`src/hdl/b64e_pkg.sv`:
```
// Shared types, constants and the alphabet lookup for the base64 stream encoder.
// No dependencies; every other file in hdl/ uses this package.
`default_nettype none

package b64e_pkg;

  localparam int unsigned ByteW    = 8;
  localparam int unsigned CharW    = 7;
  localparam int unsigned SextetW  = 6;
  localparam int unsigned GroupW   = 3 * ByteW;
  localparam int unsigned CharsPerGroup = 4;
  localparam int unsigned IdxW     = $clog2(CharsPerGroup);
  localparam int unsigned QDepth   = 2;
  localparam int unsigned QPtrW    = $clog2(QDepth);
  localparam int unsigned QCntW    = $clog2(QDepth + 1);

  localparam logic [CharW-1:0] PadChar = 7'h3D;

  // Number of '=' characters closing a group
  typedef enum logic [1:0] {
    PAD_NONE = 2'd0,
    PAD_ONE  = 2'd1,
    PAD_TWO  = 2'd2
  } pad_t;

  // One group of up to three bytes, with its padding, handed from front to back
  typedef struct packed {
    logic [GroupW-1:0] word;
    pad_t              pads;
    logic              last;
  } group_t;

  typedef struct packed {
    logic full;
    logic empty;
  } q_stat_t;

  function automatic logic [CharW-1:0] sextet_to_char(input logic [SextetW-1:0] s);
    logic [CharW-1:0] ch;
    if (s < 6'd26) begin
      ch = 7'h41 + {1'b0, s};
    end else if (s < 6'd52) begin
      ch = 7'h61 + {1'b0, s} - 7'd26;
    end else if (s < 6'd62) begin
      ch = 7'h30 + {1'b0, s} - 7'd52;
    end else if (s == 6'd62) begin
      ch = 7'h2B;
    end else begin
      ch = 7'h2F;
    end
    return ch;
  endfunction

endpackage

`default_nettype wire

```
`src/hdl/b64e_front.sv`:
```
// Front end: accepts raw bytes, holds up to two pending bytes and forms groups.
// Depends on b64e_pkg.
`default_nettype none

module b64e_front (
  input  wire logic                       clk,
  input  wire logic                       rst_n,
  input  wire logic                       in_tvalid,
  output logic                            in_tready,
  input  wire logic [b64e_pkg::ByteW-1:0] in_tdata,  // [7:0] data_byte
  input  wire logic                       in_tlast,  // last_byte
  input  wire b64e_pkg::q_stat_t          q_stat,
  output logic                            push,
  output b64e_pkg::group_t                push_grp
);

  logic [1:0]                  cnt_r, cnt_nxt;
  logic [b64e_pkg::ByteW-1:0]  hi_r, hi_nxt;
  logic [b64e_pkg::ByteW-1:0]  lo_r, lo_nxt;
  logic                        accept;
  logic                        complete;

  assign in_tready = !q_stat.full;
  assign accept    = in_tvalid && in_tready;
  assign complete  = in_tlast || (cnt_r >= 2'd2);
  assign push      = accept && complete;

  always_comb begin
    push_grp.last = in_tlast;
    case (cnt_r)
      2'd0: begin
        push_grp.word = {in_tdata, {(2 * b64e_pkg::ByteW){1'b0}}};
        push_grp.pads = b64e_pkg::PAD_TWO;
      end
      2'd1: begin
        push_grp.word = {hi_r, in_tdata, {b64e_pkg::ByteW{1'b0}}};
        push_grp.pads = b64e_pkg::PAD_ONE;
      end
      default: begin
        push_grp.word = {hi_r, lo_r, in_tdata};
        push_grp.pads = b64e_pkg::PAD_NONE;
      end
    endcase
  end

  always_comb begin
    cnt_nxt = cnt_r;
    hi_nxt  = hi_r;
    lo_nxt  = lo_r;
    if (accept) begin
      if (complete) begin
        cnt_nxt = 2'd0;
      end else if (cnt_r == 2'd0) begin
        hi_nxt  = in_tdata;
        cnt_nxt = 2'd1;
      end else begin
        lo_nxt  = in_tdata;
        cnt_nxt = 2'd2;
      end
    end
  end

  always_ff @(posedge clk) begin
    if (!rst_n) begin
      cnt_r <= 2'd0;
    end else begin
      cnt_r <= cnt_nxt;
    end
  end

  always_ff @(posedge clk) begin
    hi_r <= hi_nxt;
    lo_r <= lo_nxt;
  end

  a_cnt_range: assert property (@(posedge clk) disable iff (!rst_n) cnt_r != 2'd3)
    else $error("pending byte count out of range");

endmodule

`default_nettype wire

```
`src/hdl/b64e_queue.sv`:
```
// Two-entry group queue between the front and back ends.
// Depends on b64e_pkg.
`default_nettype none

module b64e_queue (
  input  wire logic             clk,
  input  wire logic             rst_n,
  input  wire logic             push,
  input  wire b64e_pkg::group_t push_grp,
  input  wire logic             pop,
  output b64e_pkg::group_t      head_grp,
  output b64e_pkg::q_stat_t     q_stat
);

  b64e_pkg::group_t             slot_r [b64e_pkg::QDepth];
  logic [b64e_pkg::QPtrW-1:0]   wr_ptr_r, wr_ptr_nxt;
  logic [b64e_pkg::QPtrW-1:0]   rd_ptr_r, rd_ptr_nxt;
  logic [b64e_pkg::QCntW-1:0]   cnt_r, cnt_nxt;

  assign q_stat.full  = (cnt_r == b64e_pkg::QCntW'(b64e_pkg::QDepth));
  assign q_stat.empty = (cnt_r == '0);
  assign head_grp     = slot_r[rd_ptr_r];

  always_comb begin
    wr_ptr_nxt = push ? wr_ptr_r + 1'b1 : wr_ptr_r;
    rd_ptr_nxt = pop  ? rd_ptr_r + 1'b1 : rd_ptr_r;
    cnt_nxt    = cnt_r;
    if (push && !pop) begin
      cnt_nxt = cnt_r + 1'b1;
    end else if (pop && !push) begin
      cnt_nxt = cnt_r - 1'b1;
    end
  end

  always_ff @(posedge clk) begin
    if (!rst_n) begin
      wr_ptr_r <= '0;
      rd_ptr_r <= '0;
      cnt_r    <= '0;
    end else begin
      wr_ptr_r <= wr_ptr_nxt;
      rd_ptr_r <= rd_ptr_nxt;
      cnt_r    <= cnt_nxt;
    end
  end

  always_ff @(posedge clk) begin
    if (push) begin
      slot_r[wr_ptr_r] <= push_grp;
    end
  end

  a_no_overflow: assert property (@(posedge clk) disable iff (!rst_n) push |-> !q_stat.full)
    else $error("group queue overflow");

  a_no_underflow: assert property (@(posedge clk) disable iff (!rst_n) pop |-> !q_stat.empty)
    else $error("group queue underflow");

endmodule

`default_nettype wire

```
`src/hdl/b64e_back.sv`:
```
// Back end: takes groups from the queue and sends four characters, one per transfer.
// Depends on b64e_pkg.
`default_nettype none

module b64e_back (
  input  wire logic                  clk,
  input  wire logic                  rst_n,
  input  wire b64e_pkg::group_t      head_grp,
  input  wire b64e_pkg::q_stat_t     q_stat,
  output logic                       pop,
  output logic                       out_tvalid,
  input  wire logic                  out_tready,
  output logic [7:0]                 out_tdata,  // [6:0] code_char, [7] zero fill
  output logic                       out_tlast   // last_char
);

  b64e_pkg::group_t              grp_r, grp_nxt;
  logic                          busy_r, busy_nxt;
  logic [b64e_pkg::IdxW-1:0]     idx_r, idx_nxt;
  logic                          xfer;
  logic                          final_char;
  logic                          is_pad;
  logic [b64e_pkg::SextetW-1:0]  sextet;
  logic [b64e_pkg::CharW-1:0]    ch;

  assign xfer       = out_tvalid && out_tready;
  assign final_char = (idx_r == b64e_pkg::IdxW'(b64e_pkg::CharsPerGroup - 1));
  // load a fresh group when idle or as the fourth character leaves
  assign pop        = !q_stat.empty && (!busy_r || (xfer && final_char));

  always_comb begin
    sextet = grp_r.word[b64e_pkg::GroupW - 1 - b64e_pkg::SextetW * idx_r -: b64e_pkg::SextetW];
    is_pad = ((grp_r.pads == b64e_pkg::PAD_TWO) && (idx_r >= 2'd2)) ||
             ((grp_r.pads == b64e_pkg::PAD_ONE) && final_char);
    ch     = is_pad ? b64e_pkg::PadChar : b64e_pkg::sextet_to_char(sextet);
  end

  assign out_tvalid = busy_r;
  assign out_tdata  = {1'b0, ch};
  assign out_tlast  = grp_r.last && final_char;

  always_comb begin
    grp_nxt  = grp_r;
    busy_nxt = busy_r;
    idx_nxt  = idx_r;
    if (pop) begin
      grp_nxt  = head_grp;
      busy_nxt = 1'b1;
      idx_nxt  = '0;
    end else if (xfer) begin
      idx_nxt = idx_r + 1'b1;
      if (final_char) begin
        busy_nxt = 1'b0;
      end
    end
  end

  always_ff @(posedge clk) begin
    if (!rst_n) begin
      busy_r <= 1'b0;
      idx_r  <= '0;
    end else begin
      busy_r <= busy_nxt;
      idx_r  <= idx_nxt;
    end
  end

  always_ff @(posedge clk) begin
    grp_r <= grp_nxt;
  end

  a_drain_idle: assert property (@(posedge clk) disable iff (!rst_n)
    (xfer && final_char && q_stat.empty) |=> !busy_r)
    else $error("back end stayed busy after its last character");

  a_idle_loads: assert property (@(posedge clk) disable iff (!rst_n)
    (!busy_r && !q_stat.empty) |=> (busy_r && idx_r == '0))
    else $error("back end did not pick up a waiting group");

endmodule

`default_nettype wire

```
`src/hdl/base64_stream_encoder.sv`:
```
// Top level of the base64 stream encoder: front end, group queue and back end.
// Depends on b64e_pkg, b64e_front, b64e_queue and b64e_back.
`default_nettype none

// Standard base64 encoder for a byte stream. Bytes enter on in_* with in_tlast on
// the final byte of a message; each group of three bytes, or the short group that
// ends a message, leaves as four ASCII characters on out_*, one per transfer, with
// '=' padding and out_tlast on the fourth character of the closing group. The
// front end never waits for the output while the two-entry group queue has room.
// Sustained throughput is set by the back end, which sends one character per cycle
// while out_tready stays high and takes the next waiting group as the fourth
// character of the last one leaves. A completed group is written into the queue,
// then loaded into the back end's group register before its first character.
module base64_stream_encoder (
  input  wire logic       clk,
  input  wire logic       rst_n,
  input  wire logic       in_tvalid,
  output logic            in_tready,
  input  wire logic [7:0] in_tdata,   // [7:0] data_byte
  input  wire logic       in_tlast,   // last_byte
  output logic            out_tvalid,
  input  wire logic       out_tready,
  output logic [7:0]      out_tdata,  // [6:0] code_char, [7] zero fill
  output logic            out_tlast   // last_char
);

  b64e_pkg::q_stat_t q_stat;
  b64e_pkg::group_t  push_grp;
  b64e_pkg::group_t  head_grp;
  logic              push;
  logic              pop;

  b64e_front u_front (
    .clk       (clk),
    .rst_n     (rst_n),
    .in_tvalid (in_tvalid),
    .in_tready (in_tready),
    .in_tdata  (in_tdata),
    .in_tlast  (in_tlast),
    .q_stat    (q_stat),
    .push      (push),
    .push_grp  (push_grp)
  );

  b64e_queue u_queue (
    .clk      (clk),
    .rst_n    (rst_n),
    .push     (push),
    .push_grp (push_grp),
    .pop      (pop),
    .head_grp (head_grp),
    .q_stat   (q_stat)
  );

  b64e_back u_back (
    .clk        (clk),
    .rst_n      (rst_n),
    .head_grp   (head_grp),
    .q_stat     (q_stat),
    .pop        (pop),
    .out_tvalid (out_tvalid),
    .out_tready (out_tready),
    .out_tdata  (out_tdata),
    .out_tlast  (out_tlast)
  );

endmodule

`default_nettype wire

```
`config.mk`:
```
export PLATFORM = sky130hd
export DESIGN_NAME = base64_stream_encoder
export DESIGN_NICKNAME = d
export VERILOG_FILES = /design/src/hdl/b64e_pkg.sv /design/src/hdl/b64e_front.sv /design/src/hdl/b64e_queue.sv /design/src/hdl/b64e_back.sv /design/src/hdl/base64_stream_encoder.sv
export SDC_FILE = /design/constraint.sdc
export NUM_CORES = 1
export LEC_CHECK = 0
export CAP_MARGIN = 15
export CELL_PAD_IN_SITES_DETAIL_PLACEMENT = 1
export CELL_PAD_IN_SITES_GLOBAL_PLACEMENT = 2
export CORE_ASPECT_RATIO = 0.75
export CORE_UTILIZATION = 50
export DETAILED_ROUTE_END_ITERATION = 12
export DONT_BUFFER_PORTS = 1
export PLACE_DENSITY_LB_ADDON = 0.1
export SYNTH_ARGS = -nofsm -noshare
export SYNTH_HDL_FRONTEND = slang
export SYNTH_SLANG_ARGS = --single-unit
```
`constraint.sdc`:
```
create_clock -name clk -period 5.5 [get_ports clk]
set_input_delay 0.275 -clock clk [delete_from_list [all_inputs] [get_ports clk]]
set_output_delay 0.275 -clock clk [all_outputs]
set_load 0.01 [all_outputs]
```
==> results.json, run 1 <==
{
  "area_growth_syn_to_layout_pct": 7.158,
  "gp_congestion": 0.8449,
  "drtIter0Drc": 220,
  "netlist.area_leader.share": 0.5536,
  "clk_pin_slew_worst_paths_ns": 0.07,
  "cp-endpoint": "out_tdata[3]",
  "num_vias": 2944,
  "tritoncts.num_buffers": 9,
  "crit_fanout": 26,
  "wl_per_cell_um": 20.99,
  "start_kind": "register",
  "nets": 385,
  "fin_ws_ns": 0.6819,
  "fin_crit_ns": 4.818,
  "irDropWorstVdd_mv": 0.2407,
  "place_area_um2": 5340,
  "synth_largest_area_cell": "edfxtp_1",
  "r2r_start": "u_back.idx_r[1]",
  "syn_nets": 386,
  "die_area_um2": 10940,
  "leakagePower_uw": 0.001904,
  "routed_wl_mm": 10.60,
  "avgSynthCellArea_um2": 14.41,
  "drc": 0,
  "ios": 24,
  "grt_start_max_net_pins": 29,
  "final_util": 0.5500,
  "crit_type": "reg -> out",
  "hp-class": "in -> reg",
  "place_ws_ns": 1.055,
  "grt.overflow.total": 0,
  "clock_sinks": 106,
  "clk_path_buf_depth": 2,
  "antenna_found_initial": 0,
  "status": "finished clean",
  "synthFlopType": "edfxtp_1",
  "layout-drive-gt1-share": 0.2493,
  "cts_max_level": 3,
  "rsz0062_at_grt": "false",
  "maxCapViolations": 0,
  "firstDrtPassIters": 4,
  "synth.area.top_cells": "edfxtp_1 55%, mux2_2 7.9%, dfxtp_1 3.4%",
  "drv_slew": 0,
  "finalSetupViolCount": 0,
  "route.antenna.remaining_nets": 0,
  "met3_length_um": 368,
  "synth_edf_count": 97,
  "tritoncts": "built",
  "fmax_ghz": 0.2075,
  "relSlewSlack": 0.2882,
  "fp.dieH_um": 90.84,
  "synth.most_common_cell": "edfxtp_1",
  "slowest_delay_ns": 0.71,
  "drt-met1-wl_mm": 5.346,
  "reg2reg_depth": 4,
  "synth_common_cells": "97 x edfxtp_1, 37 x mux2_2, 17 x nor2_1",
  "cts-root-buf": "clkbuf_16",
  "yosys_warnings": 0,
  "crit_required_ns": 5.22,
  "ctsResizeCount": 0,
  "final_hold_viol_count": 0,
  "clk_latency_ns": 0.34,
  "rows": 32,
  "grtUsageTotal": 0.2098,
  "ys_seq_area_frac": 0.5879,
  "crit_path_cell_trace": "buf_4 > inv_1 > ha_1 > buf_4 > mux2i_1 > o211ai_2 > o41ai_2 > nor3_2 > inv_1 > ha_1 > inv_1 > a2111oi_4 > o21ai_2 > and2_1 > nand2b_1 > a311o_1",
  "tightest_slew_ns": 1.066,
  "syn_inst": 365,
  "port_buffers": 0,
  "fin_skew_ns": 0.008090,
  "finalInstanceArea_um2": 5638,
  "synth-seq-cells": 106,
  "cts_setup_buffers": 0,
  "synth_cell_types": 80,
  "core_um2": 10250,
  "post-route-period-util": 0.8760,
  "slowest_stage": "ha_1",
  "grt_pass1_wl_mm": 16.99,
  "post-dp-hpwl_mm": 7.334,
  "cp-end-kind": "primary output",
  "cts_hold_buf": 0,
  "rrSetupSlack_ns": 2.33,
  "crit_arrival_ns": 4.54,
  "via_per_inst": 5.830,
  "cp-startpoint": "u_back.idx_r[0]",
  "antenna_cells": 0,
  "worst_hold_slack_ns": 0.02056,
  "initial_utilization": 0.5133,
  "worstReg2RegEnd": "u_back.grp_r[6]",
  "grt_pass1_vias": 3016,
  "synth_area_um2": 5261,
  "p_per_area_nw_per_um2": 569.2,
  "fin_tns_setup_ns": 0,
  "crit_path_frequent_cell": "inv_1",
  "async_flop_share": 0,
  "die_w_um": 120.5,
  "fillers": 1006,
  "dr.max_layer_used": "met4",
  "wl_met2_mm": 4.779
}
==> per-stage QoR <==
step	power, µW	instances
final	3209	505
after floorplan	2331	365
after global routing	3401	505
after CTS	3220	505
after detailed placement	2597	489
after global placement	2592	489
==> cell usage in the layout, fill, tap and decap left out, types with 3 or more instances in the layout <==
cell | synthesis | final
clkbuf_16 | 0 | 9
nand2_1 | 13 | 13
inv_1 | 9 | 9
nand3_1 | 4 | 4
mux2i_1 | 13 | 13
a21oi_1 | 13 | 13
a22oi_1 | 3 | 3
a22o_1 | 9 | 9
nand2b_1 | 9 | 9
mux4_2 | 4 | 4
ha_1 | 8 | 8
nor2_1 | 17 | 17
edfxtp_1 | 97 | 97
xnor2_1 | 4 | 4
mux2_2 | 37 | 37
nor2b_1 | 6 | 6
and2_1 | 13 | 13
dfxtp_1 | 9 | 9
o21ai_0 | 5 | 5
buf_4 | 3 | 7
nor3_1 | 5 | 4
==> final cells by class <==
| cell class | instances | area (µm²) | share of cell area |
|---|---|---|---|
| well taps | 136 | 170.2 | 0.03018 |
| flip-flops and latches | 106 | 3093 | 0.5486 |
| inverters | 9 | 33.78 | 0.005992 |
| repair buffers | 7 | 52.55 | 0.009321 |
| clock inverters | 7 | 72.57 | 0.01287 |
| multi-input cells | 231 | 1991 | 0.3531 |
| clock buffers | 9 | 225.2 | 0.03995 |
==> where the power goes <==
part,total [µW],switching [µW],internal (µW)
Combinational,1420,850,571
Clock,621,300,320
Sequential,1170,98.0,1070
Total,3210,1250,1960
==> critical path, delay by kind of cell, from the launching register on <==
family          cells  cell delay, ns
fa+ha+maj           2            0.96
buf+inv             5            1.14
flops               1            0.31
compound gates      5            0.89
simple gates        3            0.78
mux                 1            0.11
==> per-layer routing <==
layer | vias to the layer above | global-route usage
li1 | 1410 | -
met1 | 1478 | 0.3132
met2 | 46 | 0.3080
met3 | 10 | 0.04735
met4 | 0 | 0.05556
met5 | - | 0
==> how the worst min path moves through the flow <==
stage          depth (start not counted)         from              end
4_1_cts                                0  in_tdata[0]  u_front.hi_r[0]
6_report                               0  in_tdata[5]  u_front.lo_r[5]
3_3_place_gp                           0  in_tdata[1]  u_front.lo_r[1]
5_1_grt                                0  in_tdata[0]  u_front.hi_r[0]
3_5_place_dp                           0  in_tdata[7]  u_front.lo_r[7]
2_1_floorplan                          0  in_tdata[0]  u_front.hi_r[0]
==> cell families (layout without fill, tap and decap cells) <==
| kind of cell | count (synthesis) | in the layout | share of synthesized area |
|---|---|---|---|
| other | 1 | 1 | 0.0007128 |
| flip-flops | 106 | 106 | 0.5879 |
| AND/OR/NAND/NOR | 84 | 84 | 0.08919 |
| adder cells (fa/ha/maj) | 9 | 9 | 0.02093 |
| buffers and inverters | 28 | 32 | 0.03591 |
| XOR/XNOR | 5 | 5 | 0.008323 |
| multiplexers | 58 | 58 | 0.1310 |
| AO/OA/AOI/OAI | 74 | 74 | 0.1260 |
==> state kept, by name, summed over array words and instances, names as in the netlist <==
name and count:
u_back.grp_r 27, u_queue.rd_ptr_r 1, u_queue.slot_r 54, u_front.cnt_r 2
u_queue.cnt_r 2, u_queue.wr_ptr_r 1, u_front.hi_r 8, u_back.idx_r 2
u_front.lo_r 8, u_back.out_tvalid 1
No activity file was read; power rests on OpenSTA's default activity.
==> run 2, diff against run 1 <==
--- a/config.mk
+++ b/config.mk
@@ -8,7 +8,6 @@
 export CAP_MARGIN = 15
 export CELL_PAD_IN_SITES_DETAIL_PLACEMENT = 1
 export CELL_PAD_IN_SITES_GLOBAL_PLACEMENT = 2
-export CORE_ASPECT_RATIO = 0.75
 export CORE_UTILIZATION = 50
 export DETAILED_ROUTE_END_ITERATION = 12
 export DONT_BUFFER_PORTS = 1
==> run 2 against run 1 <==
Flip-flop and latch count did not move. Clock power fell by 28%. Combinational power barely moved. Via count rose by 0.68%. Clock skew rose by 0.0086 ns. Cell area fell by 0.11%. Global-route usage fell by 0.91 points. Critical path depth fell by 2. Fmax rose by 4.2%. Largest power group unchanged. Highest routed layer unchanged.
==> results.json, run 2 (synthesis gave the netlist of run 1 again) <==
{
  "final_util": 0.5480,
  "cts_max_level": 3,
  "cts_setup_buffers": 0,
  "clock_sinks": 106,
  "num_vias": 2964,
  "post-route-period-util": 0.8405,
  "p_per_area_nw_per_um2": 537.9,
  "post-dp-hpwl_mm": 7.312,
  "rsz0062_at_grt": "false",
  "firstDrtPassIters": 4,
  "finalInstanceArea_um2": 5632,
  "p_switching_uw": 1212,
  "initial_utilization": 0.5119,
  "crit_required_ns": 5.22,
  "relSlewSlack": 0.3201,
  "route.antenna.remaining_nets": 0,
  "crit_fanout": 16,
  "via_per_inst": 5.744,
  "reg_top3": "u_queue.slot_r (54), u_back.grp_r (27)",
  "nets": 396,
  "tritoncts": "built",
  "power.internal_uw": 1817,
  "gp_congestion": 0.7797,
  "fmax_ghz": 0.2163,
  "clk_pin_slew_worst_paths_ns": 0.11,
  "fin_skew_ns": 0.01667,
  "largest_reg_flops": 54,
  "ctsResizeCount": 0,
  "p_sw_frac": 0.4001,
  "drtIter0Drc": 105,
  "antenna_found_initial": 0,
  "crit_arrival_ns": 4.35,
  "seq_power_share": 0.384,
  "final_common_cell": "edfxtp_1",
  "clockPowerShare": 0.148,
  "final_cell_mix": "97 x edfxtp_1, 37 x mux2_2, 17 x nor2_1",
  "hp-class": "in -> reg",
  "maxCapViolations": 0,
  "grt.overflow.total": 0,
  "grtUsageTotal": 0.2007,
  "tritoncts.num_buffers": 9,
  "clk_latency_ns": 0.36,
  "fp.dieH_um": 104.6,
  "power_frac_comb": 0.468,
  "clk_path_buf_depth": 2,
  "port_buffers": 0,
  "finalSetupViolCount": 0,
  "core_um2": 10280,
  "ios": 24,
  "antenna_cells": 0,
  "cts-root-buf": "clkbuf_8",
  "fin_crit_ns": 4.623,
  "wl_per_cell_um": 20.09,
  "cp-end-kind": "primary output",
  "area_growth_syn_to_layout_pct": 7.039,
  "grt_pass1_wl_mm": 16.67,
  "layout-drive-gt1-share": 0.2447,
  "routed_wl_mm": 10.37,
  "start_kind": "register",
  "rows": 37,
  "drc": 0,
  "leakagePower_uw": 0.001899,
  "total_power_uw": 3029,
  "status": "finished clean",
  "crit_type": "reg -> out",
  "grt_pass1_vias": 3079,
  "fin_tns_setup_ns": 0,
  "tightest_slew_ns": 1.019,
  "grt_start_max_net_pins": 29,
  "largest-register": "u_queue.slot_r",
  "irDropWorstVdd_mv": 0.2040,
  "drv_slew": 0,
  "die_area_um2": 10940,
  "die_w_um": 104.6,
  "place_area_um2": 5348,
  "worst_hold_slack_ns": 0.02064,
  "final_hold_viol_count": 0
}
-- run 2: cell types whose count changed in the layout (fill, tap and decap cells not counted), sizes merged --
cell and delta:
clkinvlp +1, clkinv -1, buf +1, dlygate4sd3 +10
-- run 2: power groups by stage --
stage	combinational (µW)	sequential, µW	clock (µW)
finish	1420	1160	447
global route	1550	1180	482
CTS	1420	1170	458
detailed placement	1410	1180	0
global placement	1400	1180	0
floorplan	1190	1140	0
-- run 2: routing by layer --
| layer | vias to the layer above | track usage | part of all wire |
|---|---|---|---|
| li1 | 1429 | - | - |
| met1 | 1501 | 0.2792 | 0.49 |
| met2 | 28 | 0.3259 | 0.48 |
| met3 | 6 | 0.03805 | 0.020 |
| met4 | 0 | 0.05131 | 0.0057 |
| met5 | - | 0 | 0 |
-- run 2: per-stage QoR --
stage | worst slack [ns] | cells
detailed placement | 1.334 | 490
finish | 0.8774 | 516
floorplan | 1.865 | 365
global placement | 1.381 | 490
global route | 0.4531 | 516
CTS | 0.8744 | 515
-- run 2: repair_timing --
item / 4_1_cts / 5_1_grt
endpoints found under the hold margin: 18 / 1
hold buffers: 9 / 1
endpoints found under the setup margin: 0 / 0
-- run 2: final cells by class --
| class | count | area (µm²) |
|---|---|---|
| clock inverter | 7 | 60.06 |
| tap | 136 | 170.2 |
| sequential | 106 | 3093 |
| multi-input combinational | 231 | 1991 |
| inverter | 9 | 33.78 |
| fill | 1021 | 4646 |
| clock buffer | 9 | 123.9 |
| timing repair buffer | 18 | 160.2 |
-- run 2: final timing paths --
kind,slack (ns),cells past startpoint,start,end
hold reg to reg,0.56,2,u_queue.cnt_r[1],u_queue.cnt_r[1]
setup / recovery,0.88,14,u_back.idx_r[1],out_tdata[3]
setup reg to reg,2.64,4,u_back.idx_r[1],u_back.grp_r[25]
hold / removal,0.02,1,rst_n,u_queue.wr_ptr_r
-- run 2: worst max-delay path, cell delays in order, from the launching register on --
cell,delay [ns]
dfxtp_1,0.66
ha_1,0.52
buf_4,0.30
nor2_1,0.23
a32o_1,0.21
a211oi_1,0.08
nor3_2,0.41
inv_1,0.16
ha_1,0.23
inv_1,0.12
a2111oi_4,0.05
o21ai_2,0.17
and2_1,0.35
nand2b_1,0.10
a311o_1,0.40
